`config.mk`:
```
export PLATFORM = sky130hd
export DESIGN_NAME = text_grid_cursor_wrap_engine_unit
export DESIGN_NICKNAME = d
export VERILOG_FILES = /design/src/rtl/tgcw_pkg.sv /design/src/rtl/text_grid_cursor_wrap_engine_unit.sv /design/src/rtl/tgcw_config.sv /design/src/rtl/tgcw_step.sv /design/src/rtl/tgcw_out_buf.sv
export SDC_FILE = /design/constraint.sdc
export NUM_CORES = 1
export LEC_CHECK = 0
export BUFFER_PORTS_ARGS = -buffer_cell sky130_fd_sc_hd__buf_2
export CAP_MARGIN = 30
export CORE_ASPECT_RATIO = 1.1
export CORE_MARGIN = 4
export CORE_UTILIZATION = 45
export CTS_BUF_LIST = sky130_fd_sc_hd__clkbuf_2 sky130_fd_sc_hd__clkbuf_4 sky130_fd_sc_hd__clkbuf_8
export DETAILED_ROUTE_END_ITERATION = 16
export HOLD_SLACK_MARGIN = 0.08
export MAX_ROUTING_LAYER = met4
export PLACE_DENSITY = 0.71
export SLEW_MARGIN = 20
export SYNTH_ARGS = -nofsm -noshare
export SYNTH_HDL_FRONTEND = slang
export SYNTH_HIERARCHICAL = 1
export SYNTH_SLANG_ARGS = --single-unit
export TNS_END_PERCENT = 100
```
`constraint.sdc`:
```
create_clock -name aclk -period 51.8 [get_ports aclk]
set_input_delay 10.36 -clock aclk [delete_from_list [all_inputs] [get_ports aclk]]
set_output_delay 10.36 -clock aclk [all_outputs]
set_load 0.02 [all_outputs]
```
`src/rtl/tgcw_pkg.sv`:
```
package tgcw_pkg;

    // Grid limits
    localparam int MAX_COLS = 256;
    localparam int MAX_ROWS = 128;

    // Port widths
    localparam int S_TDATA_W = 56;
    localparam int M_TDATA_W = 88;
    localparam int CFG_IDX_W = 3;
    localparam int CFG_DAT_W = 9;

    // Reset values of the configuration registers
    localparam logic [8:0] COLUMNS_RST = 9'd80;
    localparam logic [7:0] ROWS_RST    = 8'd24;
    localparam logic [6:0] TOP_RST     = 7'd0;
    localparam logic [6:0] BOTTOM_RST  = 7'd23;
    localparam logic       WRAP_RST    = 1'b1;

    localparam logic [20:0] PAD_GLYPH = 21'h20;

    typedef enum logic [2:0] {
        REG_COLUMNS   = 3'd0,
        REG_ROWS      = 3'd1,
        REG_TOP       = 3'd2,
        REG_BOTTOM    = 3'd3,
        REG_AUTO_WRAP = 3'd4
    } reg_idx_t;

    typedef enum logic [2:0] {
        MODE_GLYPH      = 3'd0,
        MODE_NEWLINE    = 3'd1,
        MODE_ERASE_LINE = 3'd2,
        MODE_ERASE_DISP = 3'd3,
        MODE_SET_CUR    = 3'd4,
        MODE_RESET_CUR  = 3'd5
    } mode_t;

    typedef enum logic [2:0] {
        OP_WRITE     = 3'd0,
        OP_SCROLL    = 3'd1,
        OP_CLR_SPAN  = 3'd2,
        OP_CLR_ALL   = 3'd3,
        OP_CLR_ROWS  = 3'd4,
        OP_CURSOR    = 3'd5
    } op_t;

    typedef enum logic [1:0] {
        ERASE_TO_END   = 2'd0,
        ERASE_TO_START = 2'd1,
        ERASE_ALL      = 2'd2,
        ERASE_OTHER    = 2'd3
    } erase_t;

    // Clamped geometry seen by the step logic
    typedef struct packed {
        logic [7:0] cmax;       // last usable column
        logic [6:0] rmax;       // last usable row
        logic [6:0] top;
        logic [6:0] bottom;
        logic       auto_wrap;
    } geom_t;

    // One input item
    typedef struct packed {
        logic [2:0]  mode;
        logic [20:0] glyph;
        logic        two_cell;
        logic [15:0] attribute;
        logic        return_to_start;
        logic [1:0]  erase_kind;
        logic [7:0]  target_col;
        logic [6:0]  target_row;
    } in_item_t;

    // One grid operation
    typedef struct packed {
        logic [2:0]  op;
        logic [6:0]  row_first;
        logic [6:0]  row_last;
        logic [7:0]  col_first;
        logic [7:0]  col_last;
        logic [20:0] glyph;
        logic [15:0] attribute;
        logic        wide;
    } gop_t;

    // Everything one item produces
    typedef struct packed {
        gop_t [3:0]  ops;
        logic [1:0]  last_idx;
        logic [7:0]  cur_col;
        logic [6:0]  cur_row;
        logic        wrap_pending;
    } step_t;

    typedef struct packed {
        logic [7:0] col;
        logic [6:0] row;
        logic       wrap_pending;
        logic       scroll;
    } nl_t;

    function automatic gop_t mk_op(input op_t op, input logic [6:0] rf, input logic [6:0] rl,
                                   input logic [7:0] cf, input logic [7:0] cl,
                                   input logic [20:0] g, input logic [15:0] a,
                                   input logic w);
        gop_t o;
        o.op        = op;
        o.row_first = rf;
        o.row_last  = rl;
        o.col_first = cf;
        o.col_last  = cl;
        o.glyph     = g;
        o.attribute = a;
        o.wide      = w;
        return o;
    endfunction

    // Line feed with optional carriage return; scroll flag set when the
    // region has to move up
    function automatic nl_t newline_step(input logic cr, input logic [7:0] c,
                                         input logic [6:0] r, input geom_t g);
        nl_t res;
        res.col          = cr ? 8'd0 : c;
        res.row          = r;
        res.wrap_pending = 1'b0;
        res.scroll       = 1'b0;
        if (r == g.bottom) begin
            res.scroll = (g.top <= g.bottom);
        end else if (r < g.rmax) begin
            res.row = r + 7'd1;
        end
        return res;
    endfunction

endpackage

```
`src/rtl/text_grid_cursor_wrap_engine_unit.sv`:
```
// Channel   Dir  Handshake          Payload
// s_        in   s_tvalid/s_tready  tuser mode; tdata glyph..target_row
// m_        out  m_tvalid/m_tready  tuser op; tdata row_first..wrap_pending_now; tlast
// cfg_      in   cfg_we             cfg_index, cfg_wdata
//
// An item produces 1 to 4 results. While m_ does not stall, the result buffer
// sends one grid operation per cycle and one-result items flow at one per cycle.
// The first result is offered once the item has passed the input register and been
// loaded into the result buffer. Reset (aresetn low, synchronous) clears the cursor,
// the wrap flag and the valid flags and loads the register defaults. A stall on m_
// holds the buffered results and, once the input register is full, drops s_tready.
module text_grid_cursor_wrap_engine_unit #(
    parameter int MAX_COLS = tgcw_pkg::MAX_COLS,
    parameter int MAX_ROWS = tgcw_pkg::MAX_ROWS
) (
    input  logic                            aclk,
    input  logic                            aresetn,
    input  logic                            s_tvalid,
    output logic                            s_tready,
    // glyph[20:0], two_cell[21], attribute[37:22], return_to_start[38],
    // erase_kind[40:39], target_col[48:41], target_row[55:49]
    input  logic [tgcw_pkg::S_TDATA_W-1:0]  s_tdata,
    // mode[2:0]
    input  logic [2:0]                      s_tuser,
    output logic                            m_tvalid,
    input  logic                            m_tready,
    // row_first[6:0], row_last[13:7], col_first[21:14], col_last[29:22],
    // cell_glyph[50:30], cell_attribute[66:51], cell_wide[67],
    // cursor_col_now[75:68], cursor_row_now[82:76], wrap_pending_now[83]
    output logic [tgcw_pkg::M_TDATA_W-1:0]  m_tdata,
    // op[2:0]
    output logic [2:0]                      m_tuser,
    output logic                            m_tlast,
    input  logic                            cfg_we,
    input  logic [tgcw_pkg::CFG_IDX_W-1:0]  cfg_index,
    input  logic [tgcw_pkg::CFG_DAT_W-1:0]  cfg_wdata
);
    import tgcw_pkg::*;

    geom_t      geom;
    in_item_t   item_reg;
    logic       in_valid_reg;
    logic       load;
    step_t      res;
    logic [7:0] col_reg;
    logic [6:0] row_reg;
    logic       wrap_reg;

    tgcw_config #(
        .MAX_COLS (MAX_COLS),
        .MAX_ROWS (MAX_ROWS)
    ) u_config (
        .aclk      (aclk),
        .aresetn   (aresetn),
        .cfg_we    (cfg_we),
        .cfg_index (cfg_index),
        .cfg_wdata (cfg_wdata),
        .geom      (geom)
    );

    // Input register
    assign s_tready = !in_valid_reg || load;

    always_ff @(posedge aclk) begin
        if (!aresetn) begin
            in_valid_reg <= 1'b0;
        end else if (s_tready) begin
            in_valid_reg <= s_tvalid;
        end
    end

    always_ff @(posedge aclk) begin
        if (s_tvalid && s_tready) begin
            item_reg.mode            <= s_tuser;
            item_reg.glyph           <= s_tdata[20:0];
            item_reg.two_cell        <= s_tdata[21];
            item_reg.attribute       <= s_tdata[37:22];
            item_reg.return_to_start <= s_tdata[38];
            item_reg.erase_kind      <= s_tdata[40:39];
            item_reg.target_col      <= s_tdata[48:41];
            item_reg.target_row      <= s_tdata[55:49];
        end
    end

    tgcw_step u_step (
        .item     (item_reg),
        .geom     (geom),
        .cur_col  (col_reg),
        .cur_row  (row_reg),
        .cur_wrap (wrap_reg),
        .res      (res)
    );

    // Cursor state advances when an item's results enter the buffer
    always_ff @(posedge aclk) begin
        if (!aresetn) begin
            col_reg  <= 8'd0;
            row_reg  <= 7'd0;
            wrap_reg <= 1'b0;
        end else if (load) begin
            col_reg  <= res.cur_col;
            row_reg  <= res.cur_row;
            wrap_reg <= res.wrap_pending;
        end
    end

    tgcw_out_buf u_out_buf (
        .aclk     (aclk),
        .aresetn  (aresetn),
        .in_valid (in_valid_reg),
        .res      (res),
        .load     (load),
        .m_tvalid (m_tvalid),
        .m_tready (m_tready),
        .m_tdata  (m_tdata),
        .m_tuser  (m_tuser),
        .m_tlast  (m_tlast)
    );

endmodule

```
`src/rtl/tgcw_config.sv`:
```
module tgcw_config #(
    parameter int MAX_COLS = tgcw_pkg::MAX_COLS,
    parameter int MAX_ROWS = tgcw_pkg::MAX_ROWS
) (
    input  logic                            aclk,
    input  logic                            aresetn,
    input  logic                            cfg_we,
    input  logic [tgcw_pkg::CFG_IDX_W-1:0]  cfg_index,
    input  logic [tgcw_pkg::CFG_DAT_W-1:0]  cfg_wdata,
    output tgcw_pkg::geom_t                 geom
);
    import tgcw_pkg::*;

    // grid never exceeds 256 columns by 128 rows, whatever the limits say
    localparam logic [8:0] COLS_CAP = 9'((MAX_COLS < 256) ? MAX_COLS : 256);
    localparam logic [7:0] ROWS_CAP = 8'((MAX_ROWS < 128) ? MAX_ROWS : 128);

    logic [8:0] columns_reg;
    logic [7:0] rows_reg;
    logic [6:0] top_reg;
    logic [6:0] bottom_reg;
    logic       wrap_reg;

    // Register writes; unknown indexes are dropped
    always_ff @(posedge aclk) begin
        if (!aresetn) begin
            columns_reg <= COLUMNS_RST;
            rows_reg    <= ROWS_RST;
            top_reg     <= TOP_RST;
            bottom_reg  <= BOTTOM_RST;
            wrap_reg    <= WRAP_RST;
        end else if (cfg_we) begin
            unique case (reg_idx_t'(cfg_index))
                REG_COLUMNS:   columns_reg <= cfg_wdata;
                REG_ROWS:      rows_reg    <= cfg_wdata[7:0];
                REG_TOP:       top_reg     <= cfg_wdata[6:0];
                REG_BOTTOM:    bottom_reg  <= cfg_wdata[6:0];
                REG_AUTO_WRAP: wrap_reg    <= cfg_wdata[0];
                default: ;
            endcase
        end
    end

    // Clamp grid size to 1..max and expose last column / last row
    logic [8:0] cols_m1;
    logic [7:0] rows_m1;

    always_comb begin
        cols_m1 = columns_reg - 9'd1;
        rows_m1 = rows_reg - 8'd1;
        if (columns_reg == 9'd0) begin
            geom.cmax = 8'd0;
        end else if (columns_reg > COLS_CAP) begin
            geom.cmax = 8'(COLS_CAP - 9'd1);
        end else begin
            geom.cmax = cols_m1[7:0];
        end
        if (rows_reg == 8'd0) begin
            geom.rmax = 7'd0;
        end else if (rows_reg > ROWS_CAP) begin
            geom.rmax = 7'(ROWS_CAP - 8'd1);
        end else begin
            geom.rmax = rows_m1[6:0];
        end
        geom.top       = top_reg;
        geom.bottom    = bottom_reg;
        geom.auto_wrap = wrap_reg;
    end

endmodule

```
`src/rtl/tgcw_step.sv`:
```
module tgcw_step (
    input  tgcw_pkg::in_item_t item,
    input  tgcw_pkg::geom_t    geom,
    input  logic [7:0]         cur_col,
    input  logic [6:0]         cur_row,
    input  logic               cur_wrap,
    output tgcw_pkg::step_t    res
);
    import tgcw_pkg::*;

    logic [7:0] c;
    logic [6:0] r;
    logic       wp;
    logic [2:0] n;
    logic       wide_now;
    logic [8:0] nc;
    nl_t        nl;
    gop_t [3:0] ops;
    gop_t       zero_op;

    always_comb begin
        zero_op  = mk_op(OP_WRITE, 7'd0, 7'd0, 8'd0, 8'd0, 21'd0, 16'd0, 1'b0);
        ops      = {4{zero_op}};
        n        = 3'd0;
        // cursor is pulled into the current grid first
        c        = (cur_col > geom.cmax) ? geom.cmax : cur_col;
        r        = (cur_row > geom.rmax) ? geom.rmax : cur_row;
        wp       = cur_wrap;
        wide_now = item.two_cell;
        nc       = 9'd0;
        nl       = newline_step(1'b1, c, r, geom);

        unique case (item.mode)
            MODE_GLYPH: begin
                // deferred wrap from the previous glyph
                if (wp && geom.auto_wrap) begin
                    nl = newline_step(1'b1, c, r, geom);
                    c  = nl.col;
                    r  = nl.row;
                    wp = nl.wrap_pending;
                    if (nl.scroll) begin
                        ops[n[1:0]] = mk_op(OP_SCROLL, geom.top, geom.bottom, 8'd0,
                                            geom.cmax, 21'd0, 16'd0, 1'b0);
                        n = n + 3'd1;
                    end
                end
                // wide glyph at the right margin: pad and wrap, or narrow it
                if (wide_now && (c >= geom.cmax)) begin
                    if (geom.auto_wrap) begin
                        ops[n[1:0]] = mk_op(OP_WRITE, r, 7'd0, c, 8'd0, PAD_GLYPH,
                                            item.attribute, 1'b0);
                        n  = n + 3'd1;
                        nl = newline_step(1'b1, c, r, geom);
                        c  = nl.col;
                        r  = nl.row;
                        wp = nl.wrap_pending;
                        if (nl.scroll) begin
                            ops[n[1:0]] = mk_op(OP_SCROLL, geom.top, geom.bottom, 8'd0,
                                                geom.cmax, 21'd0, 16'd0, 1'b0);
                            n = n + 3'd1;
                        end
                    end else begin
                        wide_now = 1'b0;
                    end
                end
                ops[n[1:0]] = mk_op(OP_WRITE, r, 7'd0, c, 8'd0, item.glyph,
                                    item.attribute, wide_now);
                n  = n + 3'd1;
                nc = {1'b0, c} + (wide_now ? 9'd2 : 9'd1);
                if (nc > {1'b0, geom.cmax}) begin
                    wp = 1'b1;
                    c  = geom.cmax;
                end else begin
                    c  = nc[7:0];
                end
            end
            MODE_NEWLINE: begin
                nl = newline_step(item.return_to_start, c, r, geom);
                c  = nl.col;
                r  = nl.row;
                wp = nl.wrap_pending;
                if (nl.scroll) begin
                    ops[n[1:0]] = mk_op(OP_SCROLL, geom.top, geom.bottom, 8'd0,
                                        geom.cmax, 21'd0, 16'd0, 1'b0);
                    n = n + 3'd1;
                end
            end
            MODE_ERASE_LINE: begin
                ops[n[1:0]] = mk_op(OP_CLR_SPAN, r, r,
                                    (item.erase_kind == ERASE_TO_END) ? c : 8'd0,
                                    (item.erase_kind == ERASE_TO_START) ? c : geom.cmax,
                                    21'd0, item.attribute, 1'b0);
                n = n + 3'd1;
            end
            MODE_ERASE_DISP: begin
                unique case (erase_t'(item.erase_kind))
                    ERASE_ALL: begin
                        ops[n[1:0]] = mk_op(OP_CLR_ALL, 7'd0, 7'd0, 8'd0, 8'd0,
                                            21'd0, 16'd0, 1'b0);
                        n = n + 3'd1;
                    end
                    ERASE_TO_END: begin
                        ops[n[1:0]] = mk_op(OP_CLR_SPAN, r, r, c, geom.cmax,
                                            21'd0, item.attribute, 1'b0);
                        n = n + 3'd1;
                        if (r < geom.rmax) begin
                            ops[n[1:0]] = mk_op(OP_CLR_ROWS, r + 7'd1, geom.rmax, 8'd0,
                                                geom.cmax, 21'd0, item.attribute, 1'b0);
                            n = n + 3'd1;
                        end
                    end
                    ERASE_TO_START: begin
                        ops[n[1:0]] = mk_op(OP_CLR_SPAN, r, r, 8'd0, c,
                                            21'd0, item.attribute, 1'b0);
                        n = n + 3'd1;
                        if (r != 7'd0) begin
                            ops[n[1:0]] = mk_op(OP_CLR_ROWS, 7'd0, r - 7'd1, 8'd0,
                                                geom.cmax, 21'd0, item.attribute, 1'b0);
                            n = n + 3'd1;
                        end
                    end
                    default: ;
                endcase
            end
            MODE_SET_CUR: begin
                c  = (item.target_col > geom.cmax) ? geom.cmax : item.target_col;
                r  = (item.target_row > geom.rmax) ? geom.rmax : item.target_row;
                wp = 1'b0;
            end
            MODE_RESET_CUR: begin
                c  = 8'd0;
                r  = 7'd0;
                wp = 1'b0;
            end
            default: ;
        endcase

        // nothing to draw: a lone cursor notice
        if (n == 3'd0) begin
            ops[0] = mk_op(OP_CURSOR, 7'd0, 7'd0, 8'd0, 8'd0, 21'd0, 16'd0, 1'b0);
            n      = 3'd1;
        end

        res.ops          = ops;
        res.last_idx     = 2'(n - 3'd1);
        res.cur_col      = c;
        res.cur_row      = r;
        res.wrap_pending = wp;
    end

endmodule

```
`src/rtl/tgcw_out_buf.sv`:
```
module tgcw_out_buf (
    input  logic                            aclk,
    input  logic                            aresetn,
    input  logic                            in_valid,
    input  tgcw_pkg::step_t                 res,
    output logic                            load,
    output logic                            m_tvalid,
    input  logic                            m_tready,
    output logic [tgcw_pkg::M_TDATA_W-1:0]  m_tdata,
    output logic [2:0]                      m_tuser,
    output logic                            m_tlast
);
    import tgcw_pkg::*;

    step_t      buf_reg;
    logic       valid_reg;
    logic [1:0] idx_reg;
    logic       at_last;
    logic       drain;
    gop_t       cur_op;

    assign at_last = (idx_reg == buf_reg.last_idx);
    assign drain   = valid_reg && m_tready;
    // a new item's results may enter once the last one held leaves
    assign load    = in_valid && (!valid_reg || (m_tready && at_last));

    // Control: valid flag and result index
    always_ff @(posedge aclk) begin
        if (!aresetn) begin
            valid_reg <= 1'b0;
            idx_reg   <= 2'd0;
        end else if (load) begin
            valid_reg <= 1'b1;
            idx_reg   <= 2'd0;
        end else if (drain) begin
            if (at_last) begin
                valid_reg <= 1'b0;
                idx_reg   <= 2'd0;
            end else begin
                idx_reg   <= idx_reg + 2'd1;
            end
        end
    end

    // Payload: the whole list of results for one item
    always_ff @(posedge aclk) begin
        if (load) begin
            buf_reg <= res;
        end
    end

    assign cur_op   = buf_reg.ops[idx_reg];
    assign m_tvalid = valid_reg;
    assign m_tlast  = at_last;
    assign m_tuser  = cur_op.op;
    assign m_tdata  = {4'd0, buf_reg.wrap_pending, buf_reg.cur_row, buf_reg.cur_col,
                       cur_op.wide, cur_op.attribute, cur_op.glyph, cur_op.col_last,
                       cur_op.col_first, cur_op.row_last, cur_op.row_first};

endmodule
```
* Word level (Yosys, flattened, before mapping) *
Index checks and enable logic that the tools add are counted.

cells by class
  magnitude comparators = 18
  muxes and demuxes = 87
  bitwise logic cells = 1
  add/sub/neg operators = 11
  reductions and logical operators = 30
  equality and inequality tests = 14

operator list
  cell                                                                           count
  284-bit two-way mux                                                            4
  284-bit bitwise mux                                                            3
  71-bit two-way mux                                                             8
  71-bit demux with 2-bit select                                                 3
  71-bit case mux with 2 select lines                                            2
  71-bit case mux with 4 select lines                                            1
  70-bit case mux with 3 select lines                                            1
  71-bit binary-select mux with 2-bit select                                     1
  69-bit two-way mux                                                             2
  8-bit two-way mux                                                              13
  7-bit two-way mux                                                              13
  8-bit case mux with 4 select lines                                             1
  7-bit case mux with 4 select lines                                             1
  1-bit two-way mux                                                              20
  3-bit two-way mux                                                              6
  8-bit > comparator                                                             2
  7-bit by 1-bit adder with 7-bit output (second input constant)                 2
  7-bit == test                                                                  2
  7-bit > comparator                                                             2
  7-bit less-than comparator                                                     2
  7-bit by 1-bit subtractor with 7-bit output (second input constant)            2
  3-bit by 2-bit == test with 1-bit output (second input constant)               4
  2-bit by 3-bit less-than comparator with 1-bit output (second input constant)  4
  3-bit case mux with 4 select lines                                             1
  32 further kinds                                                               61

storage, ports and cells
  output and inout bits = 94
  bits in registers = 413
  logic and storage cells = 216
  input port bits = 76

* Depth between registers and ports, before layout *
Gate-level depths: netlist of run 1.

  depth after elaboration = 25
  depth in mapped cells = 48
  gate-level depth less buffers = 44

* By module *
Netlist of run 1, hierarchy kept.

by module, submodules not included
  module                             area each (µm²)  instances  cells an instance
  tgcw_out_buf                       11188.2          1          433
  tgcw_step                          7018.0           1          1116
  text_grid_cursor_wrap_engine_unit  2438.6           1          115
  tgcw_config                        1755.4           1          197

* Worst setup path before layout of run 1 *
No wires, ideal clock.

  path kind = input to output
  start point = input m_tready
  end point = output s_tready
  buffers on the path = 1
  slack = 7.011 ns
  data required time = 41.440 ns
  arrival = 34.429 ns
  stages on the path = 4
  cell sequence = nand2_1 o32ai_1 buf_6 nand2b_4

between the ends
  longest elaborated chain between the ends = 4

ends and longest elaborated chain
  what                line                                     source
  start: declaration  text_grid_cursor_wrap_engine_unit.sv:26  input logic m_tready,
  1-bit logical AND   tgcw_out_buf.sv:25                       assign load = in_valid && (!valid_reg || (m_tready && at_last));
  1-bit logical OR    tgcw_out_buf.sv:25
  1-bit logical AND   tgcw_out_buf.sv:25
  net load            text_grid_cursor_wrap_engine_unit.sv:43  logic load;
  1-bit logical OR    text_grid_cursor_wrap_engine_unit.sv:62  assign s_tready = !in_valid_reg || load;
  end: declaration    text_grid_cursor_wrap_engine_unit.sv:19  output logic s_tready,

The timed path passes the listed nets, and every way through them passes these cells.

* Worst setup path in the final report of run 1 *
Same ends and word-level chain as after synthesis.

==> results of run 1 <==
[layout by cell type, fill, tap and decap left out, types with 6 or more instances in the layout]
cell / count
nor3_1: 36
xnor2_1: 27
dfxtp_1: 50
nor4_1: 23
or3_1: 11
a21o_1: 14
nor2b_1: 46
nand2_1: 100
nand4_1: 18
conb_1: 25
clkbuf_4: 24
nand2b_1: 8
edfxtp_1: 361
o21ai_0: 57
nand3_1: 28
a31oi_1: 9
o21a_1: 13
inv_1: 71
o211ai_1: 11
a21oi_1: 89
buf_2: 166
o221ai_1: 13
nor2_1: 125
a41oi_1: 7
a21boi_0: 14
mux4_2: 71
o22ai_1: 16
mux2i_1: 60
and3_1: 135
buf_4: 19
o31ai_1: 9
clkinv_1: 16
a22oi_1: 16
ha_1: 80
and2_1: 46
clkbuf_8: 74
a211oi_1: 10
a31o_2: 6
[worst min-delay path by stage]
stage | start | cells past startpoint | endpoint | slack [ns]
floorplan | u_config/wrap_reg | 2 | u_config/wrap_reg | 0.44
global placement | col_reg[0] | 2 | col_reg[0] | 0.50
detailed placement | col_reg[0] | 2 | col_reg[0] | 0.51
CTS | u_config/columns_reg[7] | 2 | u_config/columns_reg[7] | 0.52
global route | u_config/columns_reg[0] | 2 | u_config/columns_reg[0] | 0.56
finish | u_config/columns_reg[7] | 2 | u_config/columns_reg[7] | 0.52
[cell type report]
type                            count  area [sq um]
Timing Repair Buffer              191          1100
Clock buffer                       98          1200
Antenna cell                        4          10.0
Multi-Input combinational cell   1243          9490
Fill cell                        4309         24200
Inverter                           73           274
Clock inverter                     26           190
Tap cell                          652           816
Sequential cell                   413         11900
[power by group through the flow]
stage,registers (mW),clock network (mW),logic (mW)
3_5_place_dp,0.401,0,0.0911
4_1_cts,0.394,0.303,0.0915
3_3_place_gp,0.399,0,0.0895
5_1_grt,0.396,0.320,0.100
2_1_floorplan,0.413,0,0.0657
6_report,0.394,0.295,0.0930
[metrics by stage]
stage	setup slack, ns	std cells	total power [mW]	hold slack [ns]
detailed placement	30.29	2568	0.492	0.508
global route	30.24	2699	0.816	0.559
global placement	30.31	2566	0.489	0.499
finish	30.29	2700	0.782	0.522
floorplan	7.01	1884	0.479	0.443
CTS	30.28	2692	0.789	0.518
[logic make-up after synthesis]
| kind of cell | Yosys count | synth area share |
|---|---|---|
| XOR/XNOR | 32 | 0.0125 |
| other | 2 | 0.000335 |
| buffers and inverters | 228 | 0.0528 |
| AO/OA/AOI/OAI | 345 | 0.106 |
| flip-flops | 413 | 0.530 |
| multiplexers | 135 | 0.100 |
| AND/OR/NAND/NOR | 620 | 0.150 |
| adder cells (fa/ha/maj) | 86 | 0.0481 |
[worst max-delay path, delay by kind of cell]
family                 cells  cell delay, ns
buffers and inverters      2            0.29
AO/OA/AOI/OAI              1            0.23
AND/OR/NAND/NOR            2            0.27
[metal layers]
| metal | vias to the layer above | track usage | part of all wire |
|---|---|---|---|
| li1 | 7318 | - | - |
| met1 | 8034 | 0.309 | 0.42 |
| met2 | 711 | 0.370 | 0.47 |
| met3 | 123 | 0.0495 | 0.083 |
| met4 | 0 | 0.0786 | 0.028 |
| met5 | - | - | 0 |
==> metrics.log, run 1 <==
INFO  metric run_status = completed
INFO  metric post_synth_num_cell_types = 97
INFO  metric switching_pwr = 0.205 mW
INFO  metric globalRouteOverflowTotal = 0
INFO  metric finalCriticalPeriod = about 22 ns
INFO  metric cts.root.buffer_cell = clkbuf_8
INFO  metric finalCritPeriodShare = 0.415
INFO  metric remaining_drc_errors = 0
INFO  metric internal_pwr_total = roughly 0.58 mW
INFO  metric worst_ep_required_time = 41.44 ns
INFO  metric drt-wirelength-per-cell = 23.2 microns
INFO  metric global_route.usage.total = 0.236
INFO  metric yosys.cell_count.top_type = edfxtp_1
INFO  metric number_of_drc_markers_after_the_initial_detailed_route_iteration = ~1400
INFO  metric cellLeakagePower = approximately 9.7 nW
INFO  metric first_pass_grt_wire_length = between 90000 and 100000 microns
INFO  metric clock_path_buffers = 3
INFO  metric vias_per_cell = 5.99
INFO  metric crit_end = s_tready
INFO  metric start_util = 0.456
INFO  metric tightestPinTransition = 0.995 ns
INFO  metric final_max_slew_viol_count = 0
INFO  metric syn-cell-area = approximately 22000 sq um
INFO  metric tritoncts = built
INFO  metric stdcell_area = approximately 25000 sq um
INFO  metric worstReg2RegStart = u_config/rows_reg[0]
INFO  metric yosysWarningCount = 6
INFO  metric critical_path.max_stage_delay = 0.23 ns
INFO  metric first_pass_iters = 5
INFO  metric layout-area-overhead-vs-synth = 11.4%
INFO  metric postCtsResizedCells = 0
INFO  metric combinationalPowerShare = 0.119
INFO  metric synth-seq-cells = about 410
INFO  metric gp_routability_congestion = 0.969
INFO  metric final_hold_violations = 0
INFO  metric final_layout_net_count = 2151
INFO  metric min-delay-path-class = reg2reg
INFO  metric antenna_left = 0
INFO  metric detailed_place_hpwl = 42300 microns
INFO  metric critical_path.endpoint_type = output port
INFO  metric regToRegSetupSlack = 40.64 ns
INFO  metric startpoint = m_tready
INFO  metric criticalPathCategory = in2out
INFO  metric layout_cells_sized_above_1 = 0.206
INFO  metric cts.reportedPaths.clkPinSlew = 0.05 ns
INFO  metric power_density = 31.3 nW/um^2
INFO  metric routed_wl = 62600 microns
INFO  metric synth_cells = 1861
INFO  metric max_stage_delay_cell_worst_path = o32ai_4
INFO  metric ctsHoldBuffers = 0
INFO  metric die-area = 53400 sq um
INFO  metric grt_max_degree = 185
INFO  metric worstPathArrival = 11.15 ns
INFO  metric clock_insertion_delay_worst_skew = 0.67 ns
INFO  metric post-route-util = 0.508
INFO  metric grt_pass1_vias = roughly 16000
INFO  metric design.portCount = 170
INFO  metric timing.clock.skew = between 0.04 and 0.05 ns
INFO  metric mean_instance_size_in_the_synthesized_netlist = approximately 12 sq um
INFO  metric yosys-top-cells-count = 361 x edfxtp_1, 135 x and3_1, 126 x nor2_1
INFO  metric clock.fmax = 0.0465 GHz
INFO  metric post-synth-top-area-cell = edfxtp_1
INFO  metric cts_htree_levels = 3
INFO  metric synth_enable_flop_cells = 361
INFO  metric power.switching_fraction = 0.263
INFO  metric cts_inserted_buffers = 70
INFO  metric timing.max_cap.violations = 0
INFO  metric via_count = 16200
INFO  metric floorplan.die.width = around 220 microns
INFO  metric synth_top_area_share = 0.484
INFO  metric antenna_found_initial = 3
INFO  metric critPathMaxFanout = 6
INFO  metric core.rowCount = 85
INFO  metric r2r.worst_path.cells = 37
INFO  metric async_flop_share = 0
INFO  metric postPlaceCellArea = 23500 sq um
INFO  metric rsz_0062_raised_after_global_routing = false
INFO  metric vdd_drop_max = around 0.023 mV
INFO  metric ys_seq_area_frac = 0.530
INFO  metric worst_path_most_repeated_cell = buf_2
INFO  metric pwr-share-seq = 0.503
INFO  metric cts_setup_buffers = 0
INFO  metric synth_ff_type = edfxtp_1
INFO  metric timing.rr.end = u_out_buf/buf_reg[85]
INFO  metric placement.io_buffers = 165
INFO  metric die-height = ~240 microns
INFO  metric critical_path.startpoint_type = input port
INFO  metric final-setup-viol-count = 0
INFO  metric clock_power_share = 0.378
INFO  metric largest_reg_flops = 286
INFO  metric placeableCoreArea = 49100 sq um
INFO  metric totalNegativeSetupSlack = 0 ns
INFO  metric synth.area.top_cells = edfxtp_1 48%, mux4_2 7.1%, dfxtp_1 4.6%
INFO  metric timing.max_slew.rel_slack = 0.330
INFO  metric critical_path.cell_chain = buf_2, nand2_1, o32ai_4, nand2b_4, buf_2
INFO  metric cts.sink_count = ~410
Power figures use the tool's default switching activity.
==> run 2, diff against run 1 <==
- clock period: 51.8 -> 20.8 ns (I/O delays scaled with it)
==> run 2 against run 1 <==
Non-clock buffer count rose by 1. Clock skew decreased by 0.011 ns. Core utilization is 0.21 points higher. Flip-flop and latch count is the same. Largest cell class unchanged. Via count increased by 0.49%. Register-to-register slack worse by 30 ns. Sequential share of layout area fell by 0.20 points. Clock power grew to 2.6 times the previous value. Combinational power grew 150%. First-iteration DRC count up 17%.
==> metrics.log, run 2 (same netlist as run 1, synthesis figures left out) <==
INFO  metric run_status = completed (unchanged)
INFO  metric totalNegativeSetupSlack = 0 ns (unchanged)
INFO  metric via_count = 16300 (was 16200)
INFO  metric cts.sink_count = 413 (unchanged)
INFO  metric routed_wl = 62400 microns (was 62600 microns)
INFO  metric worstPathArrival = 10.93 ns (was 11.15 ns)
INFO  metric met3_length = 4860 microns (was 5200 microns)
INFO  metric cts_setup_buffers = 0 (unchanged)
INFO  metric floorplan.die.width = 221 microns (unchanged)
INFO  metric cts.root.buffer_cell = clkbuf_8 (unchanged)
INFO  metric clock_path_buffers = 3 (unchanged)
INFO  metric hold_path_end = u_config/columns_reg[7] (unchanged)
INFO  metric clock.fmax = around 0.095 GHz
INFO  metric criticalPathCategory = reg2reg (was in2out)
INFO  metric clock_power_share = 0.389 (was 0.378)
INFO  metric pwr-share-seq = 0.495 (was 0.503)
INFO  metric global_route.usage.total = 0.237 (was 0.236)
INFO  metric remaining_drc_errors = 0 (unchanged)
INFO  metric power.switching_fraction = 0.259 (was 0.263)
INFO  metric hold_start = u_config/columns_reg[7] (unchanged)
INFO  metric cellLeakagePower = 9.74 nW (was 9.65 nW)
INFO  metric final_layout_net_count = 2153 (was 2151)
INFO  metric antenna_found_initial = 1 (was 3)
INFO  metric timing.rr.end = u_out_buf/buf_reg[85] (unchanged)
INFO  metric grt_max_degree = 192 (was 185)
INFO  metric min-delay-path-class = reg2reg (unchanged)
INFO  metric layout_cells_sized_above_1 = 0.214 (was 0.206)
INFO  metric timing.clock.skew = 0.0322 ns (was 0.0430 ns)
INFO  metric finalCriticalPeriod = 10.52 ns
INFO  metric postCtsResizedCells = 0 (unchanged)
INFO  metric gp_routability_congestion = 1.01 (was 0.969)
INFO  metric placeableCoreArea = 49100 sq um (unchanged)
INFO  metric design.portCount = 170 (unchanged)
INFO  metric max_stage_delay_cell_worst_path = nor2_1 (was o32ai_4)
INFO  metric detailed_place_hpwl = 42600 microns (was 42300 microns)
INFO  metric final-setup-viol-count = 0 (unchanged)
INFO  metric final_max_slew_viol_count = 0 (unchanged)
INFO  metric multi_input_comb_area = 9470 sq um (was 9490 sq um)
INFO  metric timing.max_slew.rel_slack = 0.299 (was 0.330)
INFO  metric whs_path_depth = 2 (unchanged)
INFO  metric die-height = 242 microns (unchanged)
INFO  metric cts.reportedPaths.clkPinSlew = 0.06 ns (was 0.05 ns)
INFO  metric drt-wirelength-per-cell = 23.1 microns (was 23.2 microns)
INFO  metric stdcell_area = 25100 sq um (was 25000 sq um)
INFO  metric worst_path_most_repeated_cell = ha_1 (was buf_2)
INFO  metric first_pass_iters = 6 (was 5)
INFO  metric final.fill_count = 4308 (was 4309)
INFO  metric power_density = 79.2 nW/um^2 (was 31.3 nW/um^2)
INFO  metric detail_route.wirelength.met1 = 25800 microns (was 26100 microns)
INFO  metric core.rowCount = 85 (unchanged)
INFO  metric final_cell_mix = 361 x edfxtp_1, 165 x buf_2, 135 x and3_1 (was 361 x edfxtp_1, 166 x buf_2, 135 x and3_1)
INFO  metric critical_path.max_stage_delay = 0.56 ns (was 0.23 ns)
INFO  metric start_util = 0.456 (unchanged)
INFO  metric tightestPinTransition = 1.05 ns (was 0.995 ns)
INFO  metric final_hold_violations = 0 (unchanged)
INFO  metric layout-area-overhead-vs-synth = 11.9% (was 11.4%)
INFO  metric switching_pwr = 0.513 mW (was 0.205 mW)
INFO  metric grt_pass1_vias = 15900 (was 16200)
INFO  metric ff_latch_area = 11900 sq um (unchanged)
INFO  metric largest_reg_flops = 286 (unchanged)
INFO  metric layout_commonest_cell = edfxtp_1 (unchanged)
INFO  metric vdd_drop_max = 0.0600 mV (was 0.0235 mV)
INFO  metric worstReg2RegStart = u_config/rows_reg[0] (unchanged)
INFO  metric rsz_0062_raised_after_global_routing = false (unchanged)
INFO  metric met2_wirelength = 29800 microns (was 29600 microns)
INFO  metric antenna_left = 0 (unchanged)
INFO  metric globalRouteOverflowTotal = 0 (unchanged)
INFO  metric finalCritPeriodShare = 0.506
INFO  metric internal_pwr_total = 1.47 mW (was 0.577 mW)
INFO  metric combinationalPowerShare = 0.116 (was 0.119)
INFO  metric vias_per_cell = 6.01 (was 5.99)
INFO  metric critical_path.startpoint_type = register (was input port)
INFO  metric highest-signal-layer = met4 (unchanged)
INFO  metric number_of_drc_markers_after_the_initial_detailed_route_iteration = 1696 (was 1445)
INFO  metric tritoncts = built (unchanged)
INFO  metric design_power_total = 1.98 mW (was 0.782 mW)
INFO  metric critPathMaxFanout = 41 (was 6)
INFO  metric r2r.worst_path.cells = 37 (unchanged)
INFO  metric regToRegSetupSlack = 10.28 ns (was 40.64 ns)
INFO  metric timing.max_cap.violations = 0 (unchanged)
INFO  metric cts_inserted_buffers = 71 (was 70)
INFO  metric worst_ep_required_time = 21.21 ns (was 41.44 ns)
INFO  metric cts_htree_levels = 3 (unchanged)
INFO  metric die-area = 53400 sq um (unchanged)
INFO  metric critical_path.endpoint_type = register (was output port)
INFO  metric clock_insertion_delay_worst_skew = 0.66 ns (was 0.67 ns)
INFO  metric postPlaceCellArea = 23500 sq um (about the same)
INFO  metric placement.io_buffers = 165 (unchanged)
INFO  metric first_pass_grt_wire_length = 95000 microns (was 94900 microns)
INFO  metric ctsHoldBuffers = 0 (unchanged)
==> run 2: changes by cell type in the layout (fill, tap and decap cells not counted), moves of 2 or more <==
cell,delta
buf_12,-2
buf_4,+3
clkbuf_4,+13
clkbuf_8,+2
clkinv_1,-11
clkinv_2,+3
clkinv_8,+2
diode_2,-3
==> run 2: worst max-delay path by stage <==
stage | slack (ns) | start | end
after floorplan | 4.87 | m_tready | s_tready
after global placement | 10.92 | u_config/rows_reg[0] | u_out_buf/buf_reg[85]
after detailed placement | 10.48 | u_config/rows_reg[0] | u_out_buf/buf_reg[85]
after CTS | 10.44 | u_config/rows_reg[0] | u_out_buf/buf_reg[85]
after global routing | 9.46 | u_config/rows_reg[1] | u_out_buf/buf_reg[85]
final | 10.28 | u_config/rows_reg[0] | u_out_buf/buf_reg[85]
==> run 2: worst max-delay path: cells and delay by family (launching register included) <==
kind	cells	cell delay [ns]
buffers and inverters	7	1.71
DFF	1	0.35
AOI/OAI and AO/OA	13	3.47
adders and majority gates	6	1.98
and+or+nand+nor	11	2.76
==> run 2: per-stage QoR <==
stage	utilization	hold WS, ns	instances	setup slack (ns)
2_1_floorplan	-	0.443	1884	4.87
3_3_place_gp	0.477	0.498	2568	10.92
3_5_place_dp	0.478	0.503	2570	10.48
4_1_cts	0.509	0.519	2701	10.44
5_1_grt	0.510	0.555	2705	9.46
6_report	0.510	0.515	2705	10.28
==> run 2: per-layer routing <==
layer	up-vias	GRT usage
met5	-	-
met4	0	0.0769
li1	7329	-
met2	754	0.368
met1	8051	0.315
met3	132	0.0455
==> run 2: area by class of cell <==
cell class                 count  share of cell area
multi-input combinational   1243               0.378
antenna                        1           0.0000998
sequential                   413               0.474
tap                          652              0.0325
clock buffer                 113              0.0528
inverter                      73              0.0109
timing repair buffer         192              0.0439
clock inverter                18             0.00739
==> run 2: power by group through the flow <==
stage | Clock (mW) | Sequential, mW | Combinational (mW)
6_report | 0.772 | 0.982 | 0.230
5_1_grt | 0.832 | 0.987 | 0.249
4_1_cts | 0.791 | 0.983 | 0.227
3_5_place_dp | 0 | 0.999 | 0.226
3_3_place_gp | 0 | 0.996 | 0.223
2_1_floorplan | 0 | 0.999 | 0.164
